### config.mk
export PLATFORM = sky130hd
export DESIGN_NAME = scd_front
export DESIGN_NICKNAME = d
export VERILOG_FILES = /design/src/design/scd_pkg.sv /design/src/design/scd_front.sv
export SDC_FILE = /design/constraint.sdc
export NUM_CORES = 2
export LEC_CHECK = 0
export BUFFER_PORTS_ARGS = -buffer_cell sky130_fd_sc_hd__buf_2
export CAP_MARGIN = 10
export CORE_ASPECT_RATIO = 1.1
export CORE_MARGIN = 8
export CORE_UTILIZATION = 65
export DETAILED_ROUTE_END_ITERATION = 16
export MAX_ROUTING_LAYER = met4
export PLACE_DENSITY = 0.91
export SYNTH_ARGS = -nofsm -noshare
export SYNTH_HDL_FRONTEND = slang
export SYNTH_SLANG_ARGS = --single-unit
### constraint.sdc
create_clock -name clk -period 16.75 [get_ports clk]
set_input_delay 3.35 -clock clk [delete_from_list [all_inputs] [get_ports clk]]
set_output_delay 3.35 -clock clk [all_outputs]
set_load 0.02 [all_outputs]
### src/design/scd_pkg.sv
`default_nettype none
package scd_pkg;

  // Fixed-point and sizing constants.
  localparam int FRAC_BITS = 16;
  localparam int TWO_F     = 2 * FRAC_BITS;
  localparam int IN_W      = 12;
  localparam int ACC_W     = 36;
  localparam int SQS_W     = 60;
  localparam int PROD_W    = 2 * ACC_W;
  localparam int REM_W     = PROD_W + 1;
  localparam int HALF_W    = ACC_W / 2;
  localparam int RES_W     = FRAC_BITS + 1;
  localparam int OUT_W     = 17;
  localparam int CNT_W     = $clog2(TWO_F + 1);
  localparam int Q_DEPTH   = 4;
  localparam int Q_PTR_W   = $clog2(Q_DEPTH);
  localparam int Q_CNT_W   = $clog2(Q_DEPTH + 1);

  // One finished set of sums, moved from the front to the back.
  typedef struct packed {
    logic [ACC_W-1:0] energy_a;
    logic [ACC_W-1:0] energy_b;
    logic [ACC_W-1:0] shared_dot;
    logic [SQS_W-1:0] shared_square_sum;
  } sums_t;

  // Saturating accumulate at the accumulator width.
  function automatic logic [ACC_W-1:0] sat_acc(input logic [ACC_W-1:0] acc,
                                               input logic [ACC_W-1:0] v);
    logic [ACC_W:0] s;
    s = {1'b0, acc} + {1'b0, v};
    return s[ACC_W] ? {ACC_W{1'b1}} : s[ACC_W-1:0];
  endfunction

  function automatic logic [SQS_W-1:0] sat_sqs(input logic [SQS_W-1:0] acc,
                                               input logic [SQS_W-1:0] v);
    logic [SQS_W:0] s;
    s = {1'b0, acc} + {1'b0, v};
    return s[SQS_W] ? {SQS_W{1'b1}} : s[SQS_W-1:0];
  endfunction

endpackage
`default_nettype wire

### src/design/scd_front.sv
`default_nettype none
module scd_front import scd_pkg::*; (
  input  wire logic            clk,
  input  wire logic            rst,
  input  wire logic            in_valid,
  output logic                 in_ready,
  input  wire logic [IN_W-1:0] bin_a,
  input  wire logic [IN_W-1:0] bin_b,
  input  wire logic            last_bin,
  input  wire logic [Q_CNT_W-1:0] q_count,
  output logic                 push,
  output sums_t                push_data
);

  logic                v1, last1, both1;
  logic [2*IN_W-1:0]   aa, bb, ab;
  logic                v2, last2, both2;
  logic [4*IN_W-1:0]   pp;
  logic [ACC_W-1:0]    energy_a, energy_b, shared_dot;
  logic [ACC_W-1:0]    ea_next, eb_next, dot_next;
  logic [ACC_W-1:0]    hold_ea, hold_eb, hold_dot;
  logic [SQS_W-1:0]    shared_square_sum, sqs_next;
  logic [Q_CNT_W:0]    credit;
  logic                accept;

  // Items holding a last beat in flight count against the queue space.
  assign credit = {1'b0, q_count} + (Q_CNT_W+1)'(v1 & last1) + (Q_CNT_W+1)'(v2 & last2);
  assign in_ready = credit < (Q_CNT_W+1)'(Q_DEPTH);
  assign accept = in_valid & in_ready;

  // Stage one registers the three products of the pair.
  always_ff @(posedge clk) begin
    if (rst) begin
      v1 <= 1'b0;
    end else begin
      v1 <= accept;
    end
    last1 <= last_bin;
    both1 <= (bin_a != '0) && (bin_b != '0);
    aa <= bin_a * bin_a;
    bb <= bin_b * bin_b;
    ab <= bin_a * bin_b;
  end

  assign ea_next  = sat_acc(energy_a, ACC_W'(aa));
  assign eb_next  = sat_acc(energy_b, ACC_W'(bb));
  assign dot_next = both1 ? sat_acc(shared_dot, ACC_W'(ab)) : shared_dot;

  // Stage two accumulates the narrow sums and squares the shared product.
  always_ff @(posedge clk) begin
    if (rst) begin
      v2 <= 1'b0;
      energy_a <= '0;
      energy_b <= '0;
      shared_dot <= '0;
    end else begin
      v2 <= v1;
      if (v1) begin
        if (last1) begin
          energy_a <= '0;
          energy_b <= '0;
          shared_dot <= '0;
        end else begin
          energy_a <= ea_next;
          energy_b <= eb_next;
          shared_dot <= dot_next;
        end
      end
    end
    if (v1 && last1) begin
      hold_ea <= ea_next;
      hold_eb <= eb_next;
      hold_dot <= dot_next;
    end
    last2 <= last1;
    both2 <= both1;
    pp <= ab * ab;
  end

  assign sqs_next = both2 ? sat_sqs(shared_square_sum, SQS_W'(pp)) : shared_square_sum;

  // Stage three accumulates the wide sum and hands the set to the queue.
  always_ff @(posedge clk) begin
    if (rst) begin
      shared_square_sum <= '0;
    end else if (v2) begin
      shared_square_sum <= last2 ? '0 : sqs_next;
    end
  end

  assign push = v2 & last2;
  assign push_data.energy_a = hold_ea;
  assign push_data.energy_b = hold_eb;
  assign push_data.shared_dot = hold_dot;
  assign push_data.shared_square_sum = sqs_next;

endmodule
`default_nettype wire

Word level (Yosys, flattened, before mapping)
Cells that the tools add are included.

Register bits after elaboration: 402. Bits in latches: 0. Bits in writable memories: 0. Bits in read-only memories: 0. Input port bits: 31. Output and inout port bits: 170. Word-level logic and storage cells: 46. Memories kept: 0.

Add/sub/neg operators: 6. Multipliers: 4. Divide/modulo/power cells: 0. Magnitude comparators: 1. Eq/ne operators: 0. Shifts and indexed selects: 0. Muxes and demuxes: 10. Bitwise operators: 4. Reduce and logical (&&, ||, !) cells: 4.

Operators by type and width (count): 2-to-1 mux 36 bit (7); 2-to-1 mux 60 bit (3); adder 36 x 24 -> 37 bit (3); multiplier 12 x 12 -> 24 bit (3); adder 60 x 48 -> 61 bit (1); multiplier 24 x 24 -> 48 bit (1); nonzero test 12 bit (2); adder 3 x 1 -> 4 bit (1); adder 4 x 1 -> 4 bit (1); bitwise AND 1 bit (4); less-than comparator 4 x 3 -> 1 bit (second input constant) (1); logical AND 1 bit (2).

Logic depth before layout (Yosys ltp)
Depth in word-level cells: 5. Depth in mapped cells: 28. Mapped depth without buffers: 27.

Worst setup path after synthesis
OpenSTA, ideal clock, no wires.

Path type: register to output. From: register last1. To: output port in_ready. Data arrival time: 5.666 ns. Required time: 13.400 ns. Slack: 7.734 ns. Cell stages (with the launch flop): 5. Cell sequence: dfxtp_1 > inv_1 > nor2_1 > a21o_1 > a21oi_1.

Cells in the longest elaborated chain, start to end: 4.

RTL lines: start: declaration (RTL line scd_front.sv:15) `logic v1, last1, both1;`; start signal: assignment (RTL line scd_front.sv:38) `last1 <= last_bin;`; bitwise AND 1 bit (RTL line scd_front.sv:27) `assign credit = {1'b0, q_count} + (Q_CNT_W+1)'(v1 & last1) + (Q_CNT_W+1)'(v2 & last2);`; adder 3 x 1 -> 4 bit (RTL line scd_front.sv:27); adder 4 x 1 -> 4 bit (RTL line scd_front.sv:27); less-than comparator 4 x 3 -> 1 bit (RTL line scd_front.sv:28) `assign in_ready = credit < (Q_CNT_W+1)'(Q_DEPTH);`; end: declaration (RTL line scd_front.sv:6) `output logic in_ready,`.

Every way passes these cells.

Final worst setup path
From: input port bin_b[6]. To: register ab[20].

Cells in the longest elaborated chain, start to end: 1.

RTL lines: start: declaration (RTL line scd_front.sv:8) `input wire logic [IN_W-1:0] bin_b,`; multiplier 12 x 12 -> 24 bit (RTL line scd_front.sv:42) `ab <= bin_a * bin_b;`; end signal: assignment (RTL line scd_front.sv:42); end: declaration (RTL line scd_front.sv:16) `logic [2*IN_W-1:0] aa, bb, ab;`.

Every way passes these cells. A chain may end at the register's enable or synchronous reset.

==> results.cfg <==
[yosys]
yosysSeqAreaShare = 0.187
synth_xor_area_frac = 0.0407
synth_seq_cells = 399
synth_cells = 5307
netlist_area_um2 = 48500
synth-simple-area-share = 0.140
synth_nets = 6489
async_reset_ff_frac = 0
synthAdderAreaFrac = 0.402
synth_ff_type = dfxtp_1
synth_compound_area_frac = 0.133
synthMuxAreaShare = 0.00506
synth.avg_cell_area_um2 = 9.13
yosys_warnings = 0
synth-edff-count = 108
synth_top_family_by_area = adder cells
ys_types = 91

[critical_path]
required_ps = 17300
r2r_slack_ps = 8360
crit_type = in -> reg
cp-end-kind = register
reg2regPathDepth = 23
crit_path_max_fanout = 17
worst-endpoint-arrival_ps = 9070
worst_setup_path_start_kind = primary input

[detailed_routing]
drtIter0Drc = 3200
drc = 0
wl_per_cell_um = 20.5
dr.pass1.iters = 8
ant_nets = 0
via_per_inst = 6.13
wl_um = 131000
via_count = 39100

[sta]
drv_slew = 0
maxSlewHeadroom = 0.176
fin_crit_sh = 0.509
worst_slew_pin_slew_ps = 1230
max_freq_ghz = 0.117
min_period_ps = 8520
final_hold_viol_count = 0
rsz0062_at_grt = no
clock_skew_ps = 45.2
setup_viol = 0
fin_tns_setup_ps = 0

[grt]
first_global_vias = 41800
overflow = 0
grt_pass1_wl_um = 211000
antenna_found_initial = 2
track_usage = 0.319
grt_max_degree = 93

[clock_network]
clk_latency_ps = 620
post_cts_resized = 0
cts.sinks = 399
cts_hold_buf = 0
cts_max_path_buffers = 3
clk_pin_slew_ps = 60
numCtsBuffers = 45
tritoncts = built
cts_setup_buffers = 0
cts_max_level = 2
clock-root-buffer = clkbuf_16

[floorplanning]
die_w_um = 276
rows = 105
initial_core_util = 0.653
core_um2 = 74200
dieHeight_um = 302
ios = 201
dieArea_um2 = 83600

[final_layout]
final_layout_size_suffix_gt1_frac = 0.0718
area_growth_pct = 6.71
nNetsFinal = 6566

[placement]
port_buffers = 200
dp_hpwl_um = 99000
place_congestion = 0.980

[min_path]
hp-class = reg -> reg
holdPathStages = 1

[flow_run]
drv_cap = 0

[status]
status = completed
-- synthesized netlist by cell type, drive strengths merged (14+ instances only) --
cell | instances | area, µm²
nand2 | 483 | 1810
a21o | 108 | 811
inv | 965 | 3620
and4 | 14 | 123
a21oi | 214 | 1070
fa | 679 | 13600
and2 | 285 | 1780
nor2b | 31 | 194
edfxtp | 108 | 3240
or2 | 27 | 171
buf | 22 | 120
mux2 | 14 | 165
nor2 | 269 | 1010
ha | 472 | 5910
xnor2 | 131 | 1150
dfxtp | 291 | 5830
o21ai | 164 | 821
a41oi | 16 | 163
o21a | 27 | 203
o31ai | 23 | 183
o22a | 23 | 201
or3 | 23 | 144
nor4 | 14 | 87.6
and3 | 41 | 262
nand2b | 30 | 188
xor2 | 94 | 823
nand3 | 67 | 360
a211oi | 38 | 290
clkbuf | 186 | 698
a31oi | 79 | 507
a22o | 98 | 858
o211ai | 25 | 193
o21bai | 15 | 113
nor3 | 63 | 315
nand4 | 33 | 206
-- through the flow --
| step | instance area [µm²] | std cells | setup slack (ps) | util | hold slack (ps) |
|---|---|---|---|---|---|
| after floorplan | 48500 | 5307 | 7730 | - | 396 |
| after global placement | 50200 | 6300 | 7770 | 0.676 | 460 |
| after detailed placement | 50200 | 6300 | 7680 | 0.676 | 462 |
| after CTS | 51700 | 6384 | 8330 | 0.697 | 484 |
| after global routing | 51700 | 6385 | 7950 | 0.697 | 498 |
| final | 51700 | 6386 | 8230 | 0.697 | 480 |
-- cell type report --
| cell class | instances | area, µm² |
|---|---|---|
| antenna | 2 | 5.00 |
| clock inverter | 21 | 240 |
| fill | 5123 | 22500 |
| sequential | 399 | 9070 |
| multi-input combinational | 3734 | 35000 |
| clock buffer | 63 | 1300 |
| timing repair buffer | 238 | 1290 |
| inverter | 966 | 3630 |
| tap | 963 | 1200 |
-- registers in the layout, indices dropped and copies added (netlist names) --
name and count:
shared_square_sum 60, pp 47, energy_a 36, energy_b 36, hold_dot 36, hold_ea 36
hold_eb 36, shared_dot 36, ab 24, aa 23, bb 23, both1 1
both2 1, last1 1, last2 1, v1 1, v2 1
-- critical path: stages --
cell	delay, ps
buf_2	360
clkinv_1	460
nor2_1	370
fa_1	230
inv_1	50
fa_1	490
inv_1	60
fa_1	550
inv_1	60
fa_1	480
inv_1	70
fa_1	460
ha_1	250
or3_1	380
o21ai_0	70
a21oi_1	90
a41o_1	300
o41a_1	340
a41oi_1	280
nor2b_1	210
xnor2_1	120
-- path summary, 6_finish.rpt --
check / startpoint / to
max: bin_b[6] / ab[20]$_DFF_P_
min: energy_a[15]$_SDFFE_PP0P_ / energy_a[15]$_SDFFE_PP0P_
max reg2reg: ab[8]$_DFF_P_ / pp[44]$_DFF_P_
min reg2reg: energy_a[15]$_SDFFE_PP0P_ / energy_a[15]$_SDFFE_PP0P_
-- kinds of logic (layout without fill, tap and decap cells) --
| group | count (synthesis) | after routing |
|---|---|---|
| compound gates | 940 | 940 |
| xor+xnor | 225 | 225 |
| fa+ha+maj | 1151 | 1151 |
| buf+inv | 1174 | 1288 |
| flops | 399 | 399 |
| mux | 22 | 22 |
| other cells | 0 | 2 |
| simple gates | 1396 | 1396 |
-- placed cells by master, fill, tap and decap left out, drive strengths merged, types with 67 or more instances in the layout --
master	count
a31oi	79
dfxtp	291
ha	472
xnor2	131
a22o	98
a21o	108
edfxtp	108
buf	238
nand3	67
nor2	269
inv	970
o21ai	164
and2	285
xor2	94
nand2	483
a21oi	214
fa	679
-- per-layer routing --
metal | global-route usage | share of wire | vias up
met5 | - | 0 | -
met4 | 0.194 | 0.070 | 0
met2 | 0.546 | 0.49 | 2080
met3 | 0.0510 | 0.084 | 603
li1 | - | - | 17500
met1 | 0.352 | 0.35 | 19000
Power is not shown: default switching activity piles up to over one toggle a cycle in this logic, so the estimate is an artifact.
