## src/design/scd_pkg.sv

```systemverilog
`default_nettype none
package scd_pkg;

  // Fixed-point and sizing constants.
  localparam int FRAC_BITS = 16;
  localparam int TWO_F     = 2 * FRAC_BITS;
  localparam int IN_W      = 12;
  localparam int ACC_W     = 36;
  localparam int SQS_W     = 60;
  localparam int PROD_W    = 2 * ACC_W;
  localparam int REM_W     = PROD_W + 1;
  localparam int HALF_W    = ACC_W / 2;
  localparam int RES_W     = FRAC_BITS + 1;
  localparam int OUT_W     = 17;
  localparam int CNT_W     = $clog2(TWO_F + 1);
  localparam int Q_DEPTH   = 4;
  localparam int Q_PTR_W   = $clog2(Q_DEPTH);
  localparam int Q_CNT_W   = $clog2(Q_DEPTH + 1);

  // One finished set of sums, moved from the front to the back.
  typedef struct packed {
    logic [ACC_W-1:0] energy_a;
    logic [ACC_W-1:0] energy_b;
    logic [ACC_W-1:0] shared_dot;
    logic [SQS_W-1:0] shared_square_sum;
  } sums_t;

  // Saturating accumulate at the accumulator width.
  function automatic logic [ACC_W-1:0] sat_acc(input logic [ACC_W-1:0] acc,
                                               input logic [ACC_W-1:0] v);
    logic [ACC_W:0] s;
    s = {1'b0, acc} + {1'b0, v};
    return s[ACC_W] ? {ACC_W{1'b1}} : s[ACC_W-1:0];
  endfunction

  function automatic logic [SQS_W-1:0] sat_sqs(input logic [SQS_W-1:0] acc,
                                               input logic [SQS_W-1:0] v);
    logic [SQS_W:0] s;
    s = {1'b0, acc} + {1'b0, v};
    return s[SQS_W] ? {SQS_W{1'b1}} : s[SQS_W-1:0];
  endfunction

endpackage
`default_nettype wire

```

## src/design/scd_back.sv

```systemverilog
`default_nettype none
module scd_back import scd_pkg::*; (
  input  wire logic  clk,
  input  wire logic  rst,
  input  wire logic  q_valid,
  input  wire sums_t q_data,
  output logic       pop,
  output logic       out_valid,
  input  wire logic  out_ready,
  output logic [OUT_W-1:0] similarity,
  output logic [OUT_W-1:0] bias,
  output logic       undefined
);

  typedef enum logic [5:0] {
    S_IDLE = 6'b000001,
    S_MUL  = 6'b000010,
    S_DSET = 6'b000100,
    S_DIV  = 6'b001000,
    S_SQRT = 6'b010000,
    S_OUT  = 6'b100000
  } state_t;

  state_t             state;
  logic [CNT_W-1:0]   cnt;
  logic               phase, und;
  logic [ACC_W-1:0]   m_ea, m_eb, m_dot;
  logic [SQS_W-1:0]   sqs;
  logic [PROD_W-1:0]  dsq, eprod;
  logic [REM_W-1:0]   rem, rem_sh;
  logic [TWO_F-1:0]   quo, sres, sbit, strial, sres_next;
  logic [RES_W-1:0]   sim_hold, bias_hold;
  logic [ACC_W-1:0]   mul_x;
  logic [HALF_W-1:0]  mul_y;
  logic [ACC_W+HALF_W-1:0] mul_p;
  logic [PROD_W-1:0]  num_sel, den_sel;

  // One shared 36 by 18 multiplier builds both wide products in halves.
  always_comb begin
    unique case (cnt[1:0])
      2'd0: begin mul_x = m_dot; mul_y = m_dot[HALF_W-1:0]; end
      2'd1: begin mul_x = m_dot; mul_y = m_dot[ACC_W-1:HALF_W]; end
      2'd2: begin mul_x = m_ea;  mul_y = m_eb[HALF_W-1:0]; end
      default: begin mul_x = m_ea; mul_y = m_eb[ACC_W-1:HALF_W]; end
    endcase
  end
  assign mul_p = mul_x * mul_y;

  // Operands of the current ratio.
  assign num_sel = phase ? PROD_W'(sqs) : dsq;
  assign den_sel = phase ? dsq : eprod;
  assign rem_sh  = {rem[REM_W-2:0], 1'b0};

  // One root digit per cycle.
  assign strial = sres + sbit;
  assign sres_next = (quo >= strial) ? ((sres >> 1) + sbit) : (sres >> 1);

  assign pop = (state == S_IDLE) && q_valid;

  always_ff @(posedge clk) begin
    if (rst) begin
      state <= S_IDLE;
      out_valid <= 1'b0;
      cnt <= '0;
      phase <= 1'b0;
    end else begin
      // The result register loads from the sequencer or empties on a taken beat.
      if (state == S_OUT && (!out_valid || out_ready)) begin
        out_valid <= 1'b1;
      end else if (out_ready) begin
        out_valid <= 1'b0;
      end
      unique case (state)
        S_IDLE: begin
          if (q_valid) begin
            m_ea <= q_data.energy_a;
            m_eb <= q_data.energy_b;
            m_dot <= q_data.shared_dot;
            sqs <= q_data.shared_square_sum;
            phase <= 1'b0;
            cnt <= '0;
            if (q_data.shared_dot == '0 || q_data.energy_a == '0 ||
                q_data.energy_b == '0) begin
              und <= 1'b1;
              sim_hold <= '0;
              bias_hold <= '0;
              state <= S_OUT;
            end else begin
              und <= 1'b0;
              state <= S_MUL;
            end
          end
        end
        S_MUL: begin
          unique case (cnt[1:0])
            2'd0: dsq <= PROD_W'(mul_p);
            2'd1: dsq <= dsq + (PROD_W'(mul_p) << HALF_W);
            2'd2: eprod <= PROD_W'(mul_p);
            default: eprod <= eprod + (PROD_W'(mul_p) << HALF_W);
          endcase
          cnt <= cnt + 1'b1;
          if (cnt[1:0] == 2'd3) state <= S_DSET;
        end
        S_DSET: begin
          // A ratio at or above one is capped without dividing.
          if (num_sel >= den_sel) begin
            if (phase) begin
              bias_hold <= RES_W'(1) << FRAC_BITS;
              state <= S_OUT;
            end else begin
              sim_hold <= RES_W'(1) << FRAC_BITS;
              phase <= 1'b1;
            end
          end else begin
            rem <= {1'b0, num_sel};
            quo <= '0;
            cnt <= '0;
            state <= S_DIV;
          end
        end
        S_DIV: begin
          // Restoring division, one quotient bit per cycle.
          if (rem_sh >= {1'b0, den_sel}) begin
            rem <= rem_sh - {1'b0, den_sel};
            quo <= {quo[TWO_F-2:0], 1'b1};
          end else begin
            rem <= rem_sh;
            quo <= {quo[TWO_F-2:0], 1'b0};
          end
          if (cnt == CNT_W'(TWO_F - 1)) begin
            cnt <= '0;
            sres <= '0;
            sbit <= TWO_F'(1) << (TWO_F - 2);
            state <= S_SQRT;
          end else begin
            cnt <= cnt + 1'b1;
          end
        end
        S_SQRT: begin
          if (quo >= strial) quo <= quo - strial;
          sres <= sres_next;
          sbit <= sbit >> 2;
          cnt <= cnt + 1'b1;
          if (cnt == CNT_W'(FRAC_BITS - 1)) begin
            if (phase) begin
              bias_hold <= RES_W'(sres_next);
              state <= S_OUT;
            end else begin
              sim_hold <= RES_W'(sres_next);
              phase <= 1'b1;
              state <= S_DSET;
            end
          end
        end
        S_OUT: begin
          if (!out_valid || out_ready) begin
            state <= S_IDLE;
          end
        end
        default: state <= S_IDLE;
      endcase
    end
    if (state == S_OUT && (!out_valid || out_ready)) begin
      similarity <= OUT_W'(sim_hold);
      bias <= OUT_W'(bias_hold);
      undefined <= und;
    end
  end

endmodule
`default_nettype wire

```

## config.mk

```make
export PLATFORM = sky130hd
export DESIGN_NAME = scd_back
export DESIGN_NICKNAME = d
export VERILOG_FILES = /design/src/design/scd_pkg.sv /design/src/design/scd_back.sv
export SDC_FILE = /design/constraint.sdc
export NUM_CORES = 2
export LEC_CHECK = 0
export BUFFER_PORTS_ARGS = -buffer_cell sky130_fd_sc_hd__buf_2
export CORE_ASPECT_RATIO = 0.6
export CORE_UTILIZATION = 40
export DETAILED_ROUTE_END_ITERATION = 6
export PLACE_DENSITY = 0.59
export SETUP_SLACK_MARGIN = 0.02
export SLEW_MARGIN = 10
export SYNTH_ARGS = -nofsm -noshare
export SYNTH_HDL_FRONTEND = slang
export SYNTH_SLANG_ARGS = --single-unit
```

## constraint.sdc

```tcl
create_clock -name clk -period 35.1 [get_ports clk]
set_input_delay 1.755 -clock clk [delete_from_list [all_inputs] [get_ports clk]]
set_output_delay 1.755 -clock clk [all_outputs]
set_load 0.05 [all_outputs]
```

Word level (Yosys, flattened, before mapping)
Cells that the tools add are included.
{"block": "classes", "n_mul": 1, "n_mux": 51, "bitwise": 2, "reduce_logical": 30, "n_eq_ne": 25, "n_lt_le_gt_ge": 3, "add_sub_neg": 7}
{"cell": "one-hot mux 72 bit (2 select lines)", "count": 3}
{"cell": "2-to-1 mux 72 bit", "count": 4}
{"cell": "2-to-1 mux 17 bit", "count": 10}
{"cell": "2-to-1 mux 32 bit", "count": 5}
{"cell": "adder 72 bit", "count": 2}
{"cell": "one-hot mux 32 bit (2 select lines)", "count": 2}
{"cell": "logical NOT 36 bit", "count": 3}
{"cell": "one-hot mux 17 bit (3 select lines)", "count": 2}
{"cell": "one-hot mux 32 bit (3 select lines)", "count": 1}
{"cell": "greater-or-equal comparator 73 x 72 -> 1 bit", "count": 1}
{"cell": "greater-or-equal comparator 72 bit", "count": 1}
{"cell": "2-to-1 mux 6 bit", "count": 12}
{"cell": "subtractor 72 bit", "count": 1}
{"cell": "multiplier 36 x 18 -> 54 bit", "count": 1}
{"cell": "one-hot mux 18 bit (3 select lines)", "count": 1}
{"cell": "2-to-1 mux 36 bit", "count": 1}
{"cell": "one-hot mux 6 bit (6 select lines)", "count": 1}
{"cell": "adder 31 x 32 -> 32 bit", "count": 1}
{"cell": "adder 32 bit", "count": 1}
{"cell": "greater-or-equal comparator 32 bit", "count": 1}
{"cell": "subtractor 32 bit", "count": 1}
{"cell": "one-hot mux 6 bit (4 select lines)", "count": 1}
{"cell": "inequality test 2 bit (second input constant)", "count": 11}
{"cell": "AND reduction 3 bit", "count": 6}
{"cell": "25 further kinds", "count": 46}
{"block": "word_totals", "word_cells": 139, "reg_bits": 564}

Depth between registers and ports, before layout
{"block": "depth", "word_depth": 6, "mapped_depth": 44, "mapped_depth_nobuf": 41}

Worst setup path before layout
OpenSTA, ideal clock, no wires.
{"block": "synth_timing", "path_type": "input to register", "startpoint": "input rst", "endpoint": "register m_dot[0] (enable)", "path_slack_ns": 20.724, "stages": 2, "setup_ns": 0.904, "arrival_time_ns": 13.472, "path_cell_list": "clkbuf_1 > nor3_1"}
{"block": "synth_via", "elab_chain_len": 2}
{"item": "from (decl)", "line": "scd_back.sv:4", "rtl": "input wire logic rst,"}
{"item": "NOT 1 bit (no line)"}
{"item": "AND reduction 3 bit (no line)"}
{"item": "to (signal assigned)", "line": "scd_back.sv:78", "rtl": "m_dot <= q_data.shared_dot;"}
{"item": "to (decl)", "line": "scd_back.sv:27", "rtl": "logic [ACC_W-1:0] m_ea, m_eb, m_dot;"}
Every way passes these cells.
A chain may end at the register's enable or synchronous reset.

Final worst setup path
{"block": "layout_timing", "startpoint": "register cnt[0]", "endpoint": "register dsq[71] (data pin)"}
{"block": "layout_via", "elab_chain_len": 6, "word_cells_on_any_way": 9}
{"item": "from (decl)", "line": "scd_back.sv:25", "rtl": "logic [CNT_W-1:0] cnt;"}
{"item": "from (signal assigned)", "line": "scd_back.sv:101", "rtl": "cnt <= cnt + 1'b1;"}
{"item": "from (signal assigned)", "line": "scd_back.sv:136", "rtl": "cnt <= cnt + 1'b1;"}
{"item": "from (signal assigned)", "line": "scd_back.sv:143", "rtl": "cnt <= cnt + 1'b1;"}
{"item": "equality test 2 x 1 -> 1 bit or logical NOT 2 bit (tied branches)", "line": "scd_back.sv:40, scd_back.sv:95"}
{"item": "OR reduction 2 bit (no line)"}
{"item": "2-to-1 mux 36 bit", "line": "scd_back.sv:40", "rtl": "unique case (cnt[1:0])"}
{"item": "multiplier 36 x 18 -> 54 bit", "line": "scd_back.sv:47", "rtl": "assign mul_p = mul_x * mul_y;"}
{"item": "adder 72 bit", "line": "scd_back.sv:97", "rtl": "2'd1: dsq <= dsq + (PROD_W'(mul_p) << HALF_W);"}
{"item": "one-hot mux 72 bit (2 select lines) *", "line": "scd_back.sv:95", "rtl": "unique case (cnt[1:0])"}
{"item": "to (signal assigned)", "line": "scd_back.sv:96", "rtl": "2'd0: dsq <= PROD_W'(mul_p);"}
{"item": "to (signal assigned)", "line": "scd_back.sv:97"}
{"item": "to (decl)", "line": "scd_back.sv:29", "rtl": "logic [PROD_W-1:0] dsq, eprod;"}
Mark *: on every way between the ends. The rest lies on a longest branch, timed or not.

==> results by group <==
Logic synthesis
  – Synth Net Count: 7454
  – Most common flop cell mapped by yosys: edfxtp_1
  – EDFF count, synth: 534
  – Seq/Total Area, Yosys: 0.277
  – Mapped Area: 58900 um2
  – Synthesized flop and latch total: 548
  – Synth Area per Inst: 9.37 um2
  – Syn Inst Count: 6284
  – Post-synthesis cell type count: 97
  – FFs w/ async S/R, synth: 0
  – Top cell type's share of synthesized area: 0.272
  – Synth area leader: edfxtp_1
  – Synth area leaders: edfxtp_1, fa_1, ha_1, nand2_1, inv_1
  – Synth warn: 0

Die
  – Core footprint: 145000 um2
  – Die Height: 299 um
  – Die area: 149000 um2
  – Starting density of the core: 0.405
  – Floorplan row count: 108
  – Die W: 497 um
  – Top Ports: 209

GRT
  – Initial antenna violation count: 18
  – GRT overflow: 0
  – Tot GR Track Use: 0.254
  – Met1 Usage GRT: 0.413
  – Met2 Usage GRT: 0.333
  – First-pass GRT wire length: 286 mm
  – GRT Max-Usage Layer: met1
  – Grt met3 use: 0.0626
  – Pin count of the biggest net entering global routing: 141
  – Number of global-route vias before repair: 44800

STA
  – Hold Vio Cnt, Final: 0
  – Final setup violation count: 0
  – Setup tns final: 0 ns
  – Final min period: 12.69 ns
  – Slew Limit Fails: 0
  – Slew @ Worst Pin: 1.32 ns
  – Final Skew: 0.0334 ns
  – Fmax: 78.8 MHz
  – Worst slew margin: 0.0939
  – RSZ-0062 raised after global routing: no
  – Setup WS post-layout: 22.41 ns
  – Min Hold Slack: 0.407 ns
  – Final period util: 0.362

CTS
  – CTS tree: done
  – Post-CTS Resized: 0
  – CTS clk-pin slew, worst paths: 0.06 ns
  – Post-CTS Setup Inserts: 0
  – CTS root buf: clkbuf_16
  – CTS Hold Buffers Added: 0
  – CTS buffer count: 66
  – Max clock buf depth: 3
  – CTS H-tree depth: 3
  – Clock sinks: 548
  – Worst skew pair latency: 0.71 ns

Worst setup path
  – Worst Path Arrival: 13.12 ns
  – Critical path class: reg -> reg
  – WP buf/inv: 7
  – Reg-to-Reg End: dsq[71]$_SDFFCE_PP0P_
  – Reg2reg setup slack: 22.41 ns
  – CP required: 35.52 ns
  – CP most frequent cell: fa_1
  – CP max stage delay: 0.98 ns
  – Endpoint class of the critical path: register
  – R2r worst-path depth: 39
  – Worst flop-to-flop path startpoint: cnt[0]$_SDFFE_PP0P_
  – CP startpoint kind: register
  – CP max-delay cell: mux2i_1
  – Cell family with the largest share of critical-path delay: adder cells
  – CP Max Fanout: 68

Placement
  – Routability cong.: 0.957
  – Pre-CTS setup slack: 22.63 ns
  – Buffers on Ports: 208
  – DP HPWL: 154 mm

Worst hold path
  – HP Start: sim_hold[5]$_DFFE_PP_
  – Hold crit path type: reg -> reg
  – WHS Path Cells: 0
  – WHS Endpoint: similarity[5]$_DFFE_PP_

Cells and area
  – Area Growth Syn to Fin: 8.69%
  – Fillers: 14200
  – Fraction of layout cells with a size suffix above 1: 0.0923
  – Final design utilization: 0.440
  – Nets: 7505

Drt
  – Drc violations: 2
  – Final wirelength: 192 mm
  – DR pass1 iterations: 7
  – DRT iter0 DRCs: 5041
  – Routed len/inst: 23.1 um
  – DRT antenna net count: 0
  – Via-to-Cell Ratio: 5.64
  – Vias: 47000

Run status
  – Failing checks: DRC
  – Outcome: finished, violations left

Job
  – Max Cap Violations: 0
how the worst max path moves through the flow:
stage / from / slack (ns) / endpoint / cells after the start
after global routing: cnt[0]$_SDFFE_PP0P_ / 21.84 / dsq[71]$_SDFFCE_PP0P_ / 39
after CTS: cnt[0]$_SDFFE_PP0P_ / 22.58 / dsq[71]$_SDFFCE_PP0P_ / 37
after global placement: cnt[0]$_SDFFE_PP0P_ / 22.84 / dsq[71]$_SDFFCE_PP0P_ / 37
after detailed placement: cnt[0]$_SDFFE_PP0P_ / 22.63 / dsq[71]$_SDFFCE_PP0P_ / 37
after floorplan: rst / 20.72 / m_dot[0]$_DFFE_PP_ / 2
final: cnt[0]$_SDFFE_PP0P_ / 22.41 / dsq[71]$_SDFFCE_PP0P_ / 39
registers in the layout, summed over array words and instances (netlist names), 6 cells and up:
signal      count
bias           17
bias_hold      17
cnt             6
dsq            72
eprod          72
m_dot          36
m_ea           36
m_eb           36
quo            32
rem            72
sbit           16
sim_hold       17
similarity     17
sqs            60
sres           32
state           6
cell type report:
| cell class | instances | area, um2 | area share |
|---|---|---|---|
| multi-input combinational | 4686 | 38800 | 0.607 |
| sequential | 548 | 16300 | 0.255 |
| inverter | 779 | 2920 | 0.0457 |
| tap | 1925 | 2410 | 0.0376 |
| clock buffer | 80 | 1730 | 0.0270 |
| timing repair buffer | 254 | 1400 | 0.0219 |
| clock inverter | 37 | 345 | 0.00540 |
| antenna | 9 | 22.5 | 0.000352 |
per-layer routing:
layer  part of all wire  vias to the layer above  wire (um)
met4              0.014                        4       2640
met2               0.38                     2006      73500
met1               0.50                    23200      96400
li1                   -                    21600          -
met3               0.10                      176      19300
met5            0.00011                        -         21
cell usage after synthesis, types with 83 or more instances:
master and count:
mux2_2 139, nand4_1 91, and2_1 83, clkbuf_1 224
edfxtp_1 534, o21ai_0 259, nor2_1 479, ha_1 450
a21oi_1 363, xor2_1 131, a21o_1 184, fa_1 548
mux2i_1 139, xnor2_1 152, inv_1 777, nand2_1 833
layout by cell type, fill, tap and decap left out, types with 14 or more instances in the layout:
cell type,count
or3_1,21
o21ai_0,259
fa_1,548
o31ai_1,17
buf_4,45
nand3_1,71
nand2b_1,38
ha_1,447
a21oi_1,360
buf_2,208
o21ai_1,24
a221oi_1,17
nor3_1,60
mux2i_1,124
o211ai_1,28
mux2_2,139
a21o_1,184
o21bai_1,68
nor2b_1,62
o21a_1,46
a211oi_1,34
nand4_1,91
edfxtp_1,534
a41oi_1,14
a31oi_1,50
clkbuf_16,67
a22oi_1,14
xnor2_1,152
nor4_1,37
nand2_1,833
and3_1,28
xor2_1,131
and2_1,83
nor2_1,478
inv_1,777
cell families (layout without fill, tap and decap cells):
| kind of cell | Yosys count | in the layout | share of synthesized area |
|---|---|---|---|
| AOI/OAI and AO/OA | 1267 | 1267 | 0.140 |
| xor gates and xnor gates | 284 | 284 | 0.0424 |
| adders and majority gates | 998 | 998 | 0.282 |
| buffers and inverters | 1050 | 1150 | 0.0677 |
| DFF | 548 | 548 | 0.277 |
| muxes | 278 | 278 | 0.0502 |
| other | 0 | 9 | 0 |
| and+or+nand+nor | 1859 | 1859 | 0.141 |
per-stage QoR:
stage                     cell area [um2]  instances
after floorplan                     58900       6284
after global placement              61900       8192
after detailed placement            61900       8192
after CTS                           63900       8309
after global routing                64000       8312
final                               64000       8318
worst register-to-register path: cells and delay by family, from the launching register on:
family | cells | cell delay (ns)
buffers and inverters | 7 | 1.38
muxes | 1 | 1.00
and+or+nand+nor | 6 | 0.93
adders and majority gates | 9 | 4.16
AOI/OAI and AO/OA | 13 | 3.46
DFF | 1 | 0.50
xor gates and xnor gates | 3 | 0.99
Power is left out: the tool's default activity adds up to more than one toggle a clock period on the data nets, which glitch-free logic cannot reach.
