File: config.mk
export PLATFORM = sky130hd
export DESIGN_NAME = scd_queue
export DESIGN_NICKNAME = d
export VERILOG_FILES = /design/src/design/scd_pkg.sv /design/src/design/scd_queue.sv
export SDC_FILE = /design/constraint.sdc
export NUM_CORES = 1
export LEC_CHECK = 0
export BUFFER_PORTS_ARGS = -buffer_cell sky130_fd_sc_hd__buf_2
export CAP_MARGIN = 15
export CELL_PAD_IN_SITES_DETAIL_PLACEMENT = 0
export CELL_PAD_IN_SITES_GLOBAL_PLACEMENT = 1
export CORE_MARGIN = 4
export CORE_UTILIZATION = 45
export CTS_BUF_LIST = sky130_fd_sc_hd__clkbuf_4
export DETAILED_ROUTE_END_ITERATION = 16
export PLACE_DENSITY = 0.79
export SLEW_MARGIN = 20
export SYNTH_ARGS = -nofsm -noshare
export SYNTH_HDL_FRONTEND = slang
export SYNTH_SLANG_ARGS = --single-unit
File: constraint.sdc
create_clock -name clk -period 5.4 [get_ports clk]
set_input_delay 0.54 -clock clk [delete_from_list [all_inputs] [get_ports clk]]
set_output_delay 0.54 -clock clk [all_outputs]
set_load 0.05 [all_outputs]
File: src/design/scd_pkg.sv
`default_nettype none
package scd_pkg;

  // Fixed-point and sizing constants.
  localparam int FRAC_BITS = 16;
  localparam int TWO_F     = 2 * FRAC_BITS;
  localparam int IN_W      = 12;
  localparam int ACC_W     = 36;
  localparam int SQS_W     = 60;
  localparam int PROD_W    = 2 * ACC_W;
  localparam int REM_W     = PROD_W + 1;
  localparam int HALF_W    = ACC_W / 2;
  localparam int RES_W     = FRAC_BITS + 1;
  localparam int OUT_W     = 17;
  localparam int CNT_W     = $clog2(TWO_F + 1);
  localparam int Q_DEPTH   = 4;
  localparam int Q_PTR_W   = $clog2(Q_DEPTH);
  localparam int Q_CNT_W   = $clog2(Q_DEPTH + 1);

  // One finished set of sums, moved from the front to the back.
  typedef struct packed {
    logic [ACC_W-1:0] energy_a;
    logic [ACC_W-1:0] energy_b;
    logic [ACC_W-1:0] shared_dot;
    logic [SQS_W-1:0] shared_square_sum;
  } sums_t;

  // Saturating accumulate at the accumulator width.
  function automatic logic [ACC_W-1:0] sat_acc(input logic [ACC_W-1:0] acc,
                                               input logic [ACC_W-1:0] v);
    logic [ACC_W:0] s;
    s = {1'b0, acc} + {1'b0, v};
    return s[ACC_W] ? {ACC_W{1'b1}} : s[ACC_W-1:0];
  endfunction

  function automatic logic [SQS_W-1:0] sat_sqs(input logic [SQS_W-1:0] acc,
                                               input logic [SQS_W-1:0] v);
    logic [SQS_W:0] s;
    s = {1'b0, acc} + {1'b0, v};
    return s[SQS_W] ? {SQS_W{1'b1}} : s[SQS_W-1:0];
  endfunction

endpackage
`default_nettype wire

File: src/design/scd_queue.sv
`default_nettype none
module scd_queue import scd_pkg::*; (
  input  wire logic  clk,
  input  wire logic  rst,
  input  wire logic  push,
  input  wire sums_t push_data,
  input  wire logic  pop,
  output logic       q_valid,
  output sums_t      q_data,
  output logic [Q_CNT_W-1:0] q_count
);

  sums_t              mem [Q_DEPTH];
  logic [Q_PTR_W-1:0] wr, rd;

  assign q_valid = q_count != '0;
  assign q_data = mem[rd];

  // Small register queue; the front never pushes into a full queue.
  always_ff @(posedge clk) begin
    if (rst) begin
      wr <= '0;
      rd <= '0;
      q_count <= '0;
    end else begin
      if (push) wr <= wr + 1'b1;
      if (pop) rd <= rd + 1'b1;
      q_count <= q_count + Q_CNT_W'(push) - Q_CNT_W'(pop);
    end
    if (push) mem[wr] <= push_data;
  end

endmodule
`default_nettype wire

Yosys cells after proc, flatten, opt, wreduce, memory -nomap -nowiden --
Memories as Yosys holds them, arrays and structs flattened. A register that Yosys moved wholly into a read port is not among the register bits. Index checks and enable logic that the tools add are counted. Widths: inputs -> output; s select.
Cells by class: add/sub/neg operators 4, multipliers 0, divide/modulo/power cells 0, $lt $le $gt $ge 0, equal/unequal tests 0, shifts and indexed selects 0, mux-type cells 4, bitwise logic cells 0, reduce and logical (&&, ||, !) cells 1
Operator list (number):
- $add 2x1->2 const B | 2
- $mux 2 | 2
- $add 3x1->3 | 1
- $reduce_bool 3->1 | 1
- $sub 3x1->3 | 1
- $mux 1 | 2
Word-level totals: register bits 7, bits in latches 0, bits in writable memories 672, ROM bits 0, bits of input ports 172, output and inout port bits 172, word-level logic and storage cells 13, memories 1
Memories:
- mem | words 4, bits a word 168, rd ports 1, clocked after memory_dff 1, write ports 1, line scd_queue.sv:13 | sums_t mem [Q_DEPTH];

Depth between registers and ports, before layout --
Gate-level depths: netlist of run 1.
word-level depth 3, mapped depth 7, gate-level depth less buffers 7

Worst setup path before layout of run 1 --
Ideal clock, no wire load.
path kind register to register, start point register wr[0], end point memory mem[0][0] in the netlist's numbering, enable pin, library setup time 0.548 ns, arrival 4.375 ns, required time 4.852 ns, path slack 0.477 ns, stages on the path, launching flop included 4, period minus slack after synthesis 4.923 ns, cell sequence dfxtp_1 inv_1 ha_1 and2_1
RTL lines:
- start, declared | line scd_queue.sv:14 | logic [Q_PTR_W-1:0] wr, rd;
- start signal, assigned | line scd_queue.sv:26 | if (push) wr <= wr + 1'b1;
- end, declared | line scd_queue.sv:13
No word-level cell before the write port.

==> results of run 1 <==
-- metrics by stage --
step                      util [%]  power (uW)  cells
after floorplan                  -        7530    919
after global placement        50.4        7940   1937
after detailed placement      50.4        7970   1937
after CTS                     57.6       12300   2406
after global routing          57.6       12700   2413
final                         57.6       12100   2413
-- path summary, 6_finish.rpt --
kind                 startpoint     endpoint  depth (start not counted)
hold reg to reg           rd[1]         flop                          2
hold / removal    push_data[54]   mem[3][54]                          2
setup / recovery           flop    q_data[1]                          4
setup reg to reg          wr[0]  mem[2][140]                          4
-- registers in the layout (all words and copies together), names as in the netlist, named ones only --
name	flops
mem	672
q_count	3
rd	2
wr	2
-- cell type report --
type	instances	area share (%)
clock inverters	52	1.00
clock buffers	245	5.91
flip-flops and latches	681	65.4
multi-input cells	194	12.9
diodes	6	0.0482
inverters	6	0.0723
well taps	696	2.80
repair buffers	533	11.8
-- power breakdown --
group          internal [uW]  switching [uW]
registers               6080            76.3
clock network           2230            1970
logic                    579            1210
total                   8890            3250
-- synthesized netlist by cell type --
library cell  number
a21bo_2            1
a21oi_1            1
and2_1             4
buf_2             18
buf_6             15
clkbuf_1           5
dfxtp_1            9
edfxtp_1         672
fa_1               1
ha_1               6
inv_1              6
mux2i_1            1
mux4_2           168
nand3b_1           1
nor2_1             5
nor2b_1            2
or3_1              1
xnor2_1            2
xor3_1             1
-- metal layers --
layer | share of wire [%] | vias up | track usage (%)
li1 | - | 5451 | -
met1 | 39 | 6421 | 21.6
met2 | 51 | 443 | 29.4
met3 | 7.5 | 106 | 6.56
met4 | 2.8 | 4 | 7.67
met5 | 0.053 | - | 0
-- cell families (layout without fill, tap and decap cells) --
logic type	count (synthesis)	in the layout	share of synthesized area, %
flops	681	681	82.5
mux	169	169	15.4
buf+inv	44	836	1.22
simple gates	13	13	0.284
fa+ha+maj	7	7	0.385
xor+xnor	3	3	0.167
compound gates	2	2	0.0608
other cells	0	6	0
==> flow_summary.toml, run 1 <==
[run_status]
status = "completed"

[routing]
vias_per_cell = 5.15
num_vias = 12400
first_iter_violations = 784
route.detailed.drc = 0
first_pass_iters = 5
wl_um = 51100
ant_nets = 0
wire_per_inst_um = 21.2

[sta]
slew-limit-headroom_pct = 33.9
tns_ns = 0
setup_violations = 0
min_period_over_period_pct = 68.7
rsz0062_at_grt = "no"
setup_slack_ns = 1.69
worst_slew_pin_slew_ns = 0.991
final-hold-violation-count = 0
whs_ns = 0.339
period_needed_ns = 3.71
slew_violations = 0
fin_skew_ns = 0.0636
fmax_mhz = 270

[synthesis]
avgSynthCellArea_um2 = 26.8
syn_area_um2 = 24700
synth_cells = 919
yosys_register_bits = 681
synth_largest_area_cell = "edfxtp_1"
yosysTopAreaCellShare_pct = 81.8
ys_seq_area_share_pct = 82.5
syn-num-nets = 1098
ys_types = 19
yosysWarningCount = 0
yosys-top-cells-area = "edfxtp_1, mux4_2, dfxtp_1, buf_6, buf_2"

[die]
start_util_pct = 45.7
die_x_um = 242
num_rows = 85
core_um2 = 54000
die-area_um2 = 58600
fp.dieH_um = 242
io_pins = 344

[pwr]
power.density_nw_per_um2 = 390
p_leak_uw = 0.0108
irDropWorstVdd_uv = 326

[clock_network]
cts_tree = "built"
cts-resized-gates = 0
clkSinkCount = 681
clkLatencyLatePin_ns = 0.95
cts_made_buffers = 171
clk_pin_slew_ns = 0.07
ctsHoldBuffers = 172
post_cts_buffers = 0
htree_levels = 4
clockBufferDepth = 3
clk_root_buffer_cell = "clkbuf_4"

[flow_run]
maxCapViolCount = 0

[placed_design]
io_buffers = 343
hpwl_um = 28400
gp_congestion = 0.723
dp_slack_ns = 2.39
dpl_cell_area_um2 = 27200

[final_layout]
fill_cells = 3944
finalInstanceArea_um2 = 31100
fin_nets = 1766
multiInputGateArea_um2 = 4030
syn_to_final_growth_pct = 26.2
mostFrequentLayoutCell = "edfxtp_1"
layout_common_cells = "edfxtp_1, buf_2, clkbuf_4, dlygate4sd3_1, mux4_2"
drive_above_1_share_pct = 46.8
register_area_um2 = 20400

[critical_path]
crit_type = "reg2out"
crit_path_top_delay_cell = "dfxtp_4"
start_kind = "flop"
cp-end-kind = "output pin"
cp_num_buf_inv = 3
rrSetupSlack_ns = 3.00
cp_common_cell = "buf_12"
critPathArrivalTime_ns = 3.17
worstPathCellList = "buf_12, buf_12, mux4_2, buf_2"
cp_max_fo = 36
critPathTopFamily = "buffers and inverters"
slowest_delay_ns = 0.78
crit_required_ns = 4.86

[global_route]
gr-total-overflow = 0
first_global_vias = 13800
grt_max_degree = 105
grt_first_pass_wirelength_um = 80100
grt.total_usage_pct = 17.9
antenna_found_initial = 8

[worst_hold_path]
hold_path.class = "in2reg"
Note: power is estimated with default switching activity, not from simulation.
==> inputs of run 2 (changes only) <==
==> constraint.sdc (replaced) <==
create_clock -name clk -period 3.9 [get_ports clk]
set_input_delay 0.39 -clock clk [delete_from_list [all_inputs] [get_ports clk]]
set_output_delay 0.39 -clock clk [all_outputs]
set_load 0.05 [all_outputs]
==> run 2 against run 1 <==
  * Clock power rose by 36%
  * First-iteration DRC count rose by 1.1%
  * Critical path type unchanged
  * Register-to-register slack lost 0.94 ns
  * Non-clock buffer count increased by 7
  * Final cell count up 0.25%
  * Highest routed layer unchanged
==> flow_summary.toml, run 2 (synthesis results as in run 1) <==
[pwr]
power.density_nw_per_um2 = 536
irDropWorstVdd_uv = 364
power_uw = 16700
p_leak_uw = 0.0108

[routing]
wire_per_inst_um = 21.3
first_pass_iters = 4
wl_um = 51500
ant_nets = 0
route.detailed.drc = 0
first_iter_violations = 793
num_vias = 12400
vias_per_cell = 5.14

[final_layout]
finalInstanceArea_um2 = 31200
regMostFlops = "mem"
fin_nets = 1771
syn_to_final_growth_pct = 26.6
largest_register_ffs = 672
mostFrequentLayoutCell = "edfxtp_1"
final_util_pct = 57.8
drive_above_1_share_pct = 46.7
fill_cells = 3974
reg_top3 = "mem x672, q_count x3"
layout_common_cells = "edfxtp_1, buf_2, clkbuf_4, dlygate4sd3_1, mux4_2"

[sta]
rsz0062_at_grt = "no"
tns_ns = 0
setup_slack_ns = 0.621
worst_slew_pin_slew_ns = 0.839
slew_violations = 0
period_needed_ns = 3.28
min_period_over_period_pct = 84.1
slew-limit-headroom_pct = 44.1
fmax_mhz = 305
final-hold-violation-count = 0
fin_skew_ns = 0.0462
setup_violations = 0

[clock_network]
post_cts_buffers = 0
cts_tree = "built"
htree_levels = 4
cts_made_buffers = 169
clkLatencyLatePin_ns = 0.95
clockBufferDepth = 3
clkSinkCount = 681
clk_root_buffer_cell = "clkbuf_4"
clk_pin_slew_ns = 0.06

[critical_path]
rrSetupSlack_ns = 2.06
cp_max_fo = 21
cp-end-kind = "output pin"
r2r.worst_path.cells = 4
critPathArrivalTime_ns = 2.89
r2r_end = "mem[2][159]"
crit_required_ns = 3.51
crit_type = "reg2out"
start_kind = "flop"
rr_startpoint = "wr[0]"

[flow_run]
maxCapViolCount = 0

[die]
io_pins = 344
start_util_pct = 45.7
die-area_um2 = 58600
num_rows = 85
fp.dieH_um = 242
core_um2 = 54000
die_x_um = 242

[placed_design]
gp_congestion = 0.721
dpl_cell_area_um2 = 27400
io_buffers = 343
dp_slack_ns = 1.49
hpwl_um = 29000

[global_route]
grt_first_pass_wirelength_um = 80600
grt.total_usage_pct = 18.0
grt_max_degree = 100
first_global_vias = 14000
antenna_found_initial = 6
gr-total-overflow = 0

[worst_hold_path]
min-delay-start = "push_data[103]"
hold_end = "mem[1][103]"
hold_depth = 2
hold_path.class = "in2reg"

[run_status]
status = "completed"
==> run 2: cell type report <==
type / count / area [um^2] / area share (%)
clock inverters: 56 / 309 / 0.989
well taps: 696 / 871 / 2.79
multi-input cells: 194 / 4030 / 12.9
clock buffers: 241 / 1810 / 5.79
flip-flops and latches: 681 / 20400 / 65.2
inverters: 6 / 22.5 / 0.0721
diodes: 5 / 12.5 / 0.0400
repair buffers: 540 / 3830 / 12.2
==> run 2: timing repair <==
action                                 CTS  global route
hold buffers                           172             0
resized for setup                        0             0
endpoints found under the hold margin  696             0
==> run 2: layer usage <==
layer,vias to the layer above,GRT usage (%),wire (um)
li1,5458,-,-
met1,6417,21.3,19900
met2,473,30.2,26200
met3,80,6.73,4150
met4,2,7.10,1190
met5,-,0,13
==> run 2: report_power, final <==
part	switching [uW]	leakage (uW)	internal (uW)	total [uW]
Sequential	107	0.00625	8410	8520
Clock	2720	0.00125	2990	5710
Combinational	1680	0.00331	825	2510
==> run 2: critical path, cell delays in order, from the launching register on <==
cell	delay, ns
dfxtp_4	0.66
buf_12	0.27
buf_4	0.26
mux4_2	0.54
buf_2	0.23
==> run 2: how the worst max path moves through the flow <==
| stage | slack, ns | endpoint | from | cells after the start |
|---|---|---|---|---|
| 6_report | 0.62 | q_data[77] | flop | 4 |
| 5_1_grt | 0.35 | q_data[77] | flop | 4 |
| 4_1_cts | 0.37 | q_data[77] | flop | 4 |
| 3_5_place_dp | 1.49 | q_data[77] | flop | 4 |
| 3_3_place_gp | 1.50 | q_data[137] | flop | 4 |
| 2_1_floorplan | 0.86 | mem[2][0] | wr[0] | 3 |
==> run 2: stage by stage <==
| stage | instances | hold slack, ns |
|---|---|---|
| 2_1_floorplan | 919 | 0.462 |
| 3_3_place_gp | 1945 | 0.499 |
| 3_5_place_dp | 1945 | 0.539 |
| 4_1_cts | 2414 | 0.0169 |
| 5_1_grt | 2418 | 0.0613 |
| 6_report | 2419 | 0.195 |
==> inputs of run 3 (changes only) <==
--- a/config.mk
+++ b/config.mk
@@ -13,7 +13,7 @@
 export CORE_UTILIZATION = 45
 export CTS_BUF_LIST = sky130_fd_sc_hd__clkbuf_4
 export DETAILED_ROUTE_END_ITERATION = 16
-export PLACE_DENSITY = 0.79
+export PLACE_DENSITY = 0.82
 export SLEW_MARGIN = 20
 export SYNTH_ARGS = -nofsm -noshare
 export SYNTH_HDL_FRONTEND = slang
==> constraint.sdc (replaced) <==
create_clock -name clk -period 2.7 [get_ports clk]
set_input_delay 0.27 -clock clk [delete_from_list [all_inputs] [get_ports clk]]
set_output_delay 0.27 -clock clk [all_outputs]
set_load 0.05 [all_outputs]
==> run 3 against run 2 <==
  * The flow now finishes with violations (negative setup slack)
  * Routed wire length is 18% higher
  * Core utilization is 6.4 points higher
  * Hold slack worse by 0.048 ns
  * Global-route usage is 2.6 points higher
  * Combinational power is 86% higher
  * Flip-flop and latch count stayed put
  * Count of clock-buffer cells in the layout is 4 higher
  * Largest cell class unchanged
  * Highest routed layer unchanged
==> flow_summary.toml, run 3 (synthesis results as in run 1) <==
[run_status]
status = "finished, violations left"
violations = "negative setup slack"

[worst_hold_path]
min-delay-start = "push_data[94]"
hold_end = "mem[1][94]"
hold_path.class = "in2reg"
hold_depth = 2

[clock_network]
cts_tree = "built"
clkLatencyLatePin_ns = 0.95
clk_pin_slew_ns = 0.06
clkSinkCount = 681
cts_made_buffers = 168
clockBufferDepth = 3
clk_root_buffer_cell = "clkbuf_4"
htree_levels = 4

[global_route]
grt_first_pass_wirelength_um = 91300
grt.total_usage_pct = 20.6
gr-total-overflow = 0
antenna_found_initial = 7
grt_max_degree = 75
first_global_vias = 15100

[routing]
first_pass_iters = 5
wire_per_inst_um = 23.3
wl_um = 60800
route.detailed.drc = 0
first_iter_violations = 959
vias_per_cell = 5.19
num_vias = 13600
ant_nets = 0

[pwr]
p_int_uw = 18800
irDropWorstVdd_uv = 666
switching_share_pct = 26.9
switching_power_uw = 6940
p_seq_share_pct = 47.7
p_leak_uw = 0.0122
p_clk_share_pct = 34.2
power.density_nw_per_um2 = 743
power_uw = 25800
p_comb_share_pct = 18.1

[flow_run]
maxCapViolCount = 0

[final_layout]
fin_nets = 1972
reg_top3 = "mem x672, q_count x3"
mostFrequentLayoutCell = "edfxtp_1"
syn_to_final_growth_pct = 40.6
drive_above_1_share_pct = 43.8
fill_cells = 3462
regMostFlops = "mem"
largest_register_ffs = 672
layout_common_cells = "edfxtp_1, dlygate4sd3_1, clkbuf_4, buf_2, mux4_2"

[critical_path]
crit_required_ns = 2.43
rrSetupSlack_ns = 0.96
cp_max_fo = 9
start_kind = "flop"
slowest_delay_ns = 0.53
r2r_end = "mem[2][88]"
critPathTopFamily = "buffers and inverters"
worstPathCellList = "buf_12, bufbuf_16, mux4_2, buf_6"
cp_num_buf_inv = 3
critPathArrivalTime_ns = 2.51
rr_startpoint = "wr[0]"
crit_type = "reg2out"
crit_path_top_delay_cell = "mux4_2"
r2r.worst_path.cells = 4
cp.depth = 4
cp-end-kind = "output pin"

[die]
die_x_um = 242
die-area_um2 = 58600
start_util_pct = 45.7
core_um2 = 54000
fp.dieH_um = 242
num_rows = 85
io_pins = 344

[sta]
setup_slack_ns = -0.0801
slew_violations = 0
tns_ns = -3.39
setup_violations = 108
fmax_mhz = 360
slew-limit-headroom_pct = 62.7
min_period_over_period_pct = 103
final-hold-violation-count = 0
fin_skew_ns = 0.0317
period_needed_ns = 2.78
worst_slew_pin_slew_ns = 0.560
rsz0062_at_grt = "yes"

[placed_design]
gp_congestion = 0.714
hpwl_um = 29300
io_buffers = 343
dp_slack_ns = 0.653
## run 3: repair_timing
action                     4_1_cts  5_1_grt
resized for setup              309       41
gates cloned                    10        4
setup endpoints to repair      167      168
hold endpoints to repair       759        0
buffers inserted                15        3
hold buffers                   343        0
## run 3: cell type report
type                       instances  area [um^2]  share of cell area, %
clock inverter                    39          329                  0.948
multi-input combinational        194         4030                   11.6
clock buffer                     245         1840                   5.30
inverter                           6         22.5                 0.0649
sequential                       681        20400                   58.7
antenna                            9         22.5                 0.0649
timing repair buffer             742         7220                   20.8
tap                              696          871                   2.51
## run 3: power by group through the flow
stage	Clock, uW	Sequential [uW]	Combinational, uW
2_1_floorplan	0	12500	2490
3_3_place_gp	0	12500	3450
3_5_place_dp	0	12500	3480
4_1_cts	8900	12300	4590
5_1_grt	9680	12300	4880
6_report	8810	12300	4680
## run 3: layer usage
layer	routed length (um)	track usage, %
met3	4720	7.06
met1	23100	25.3
met5	13	0
met2	31900	34.3
met4	1060	7.60
## run 3: worst max path at each step
stage           from          end
2_1_floorplan  wr[0]    mem[2][0]
3_3_place_gp    flop   q_data[30]
3_5_place_dp    flop   q_data[30]
4_1_cts         flop  q_data[124]
5_1_grt         flop    q_data[6]
6_report        flop    q_data[6]
## run 3: through the flow
step,cell area (um^2),instances,hold WS (ns),util (%)
floorplan,24700,919,0.342,-
global placement,27400,1948,0.480,50.8
detailed placement,27400,1948,0.486,50.8
CTS,34500,2600,0.00494,63.9
global route,34700,2612,0.0210,64.2
finish,34700,2612,0.147,64.2
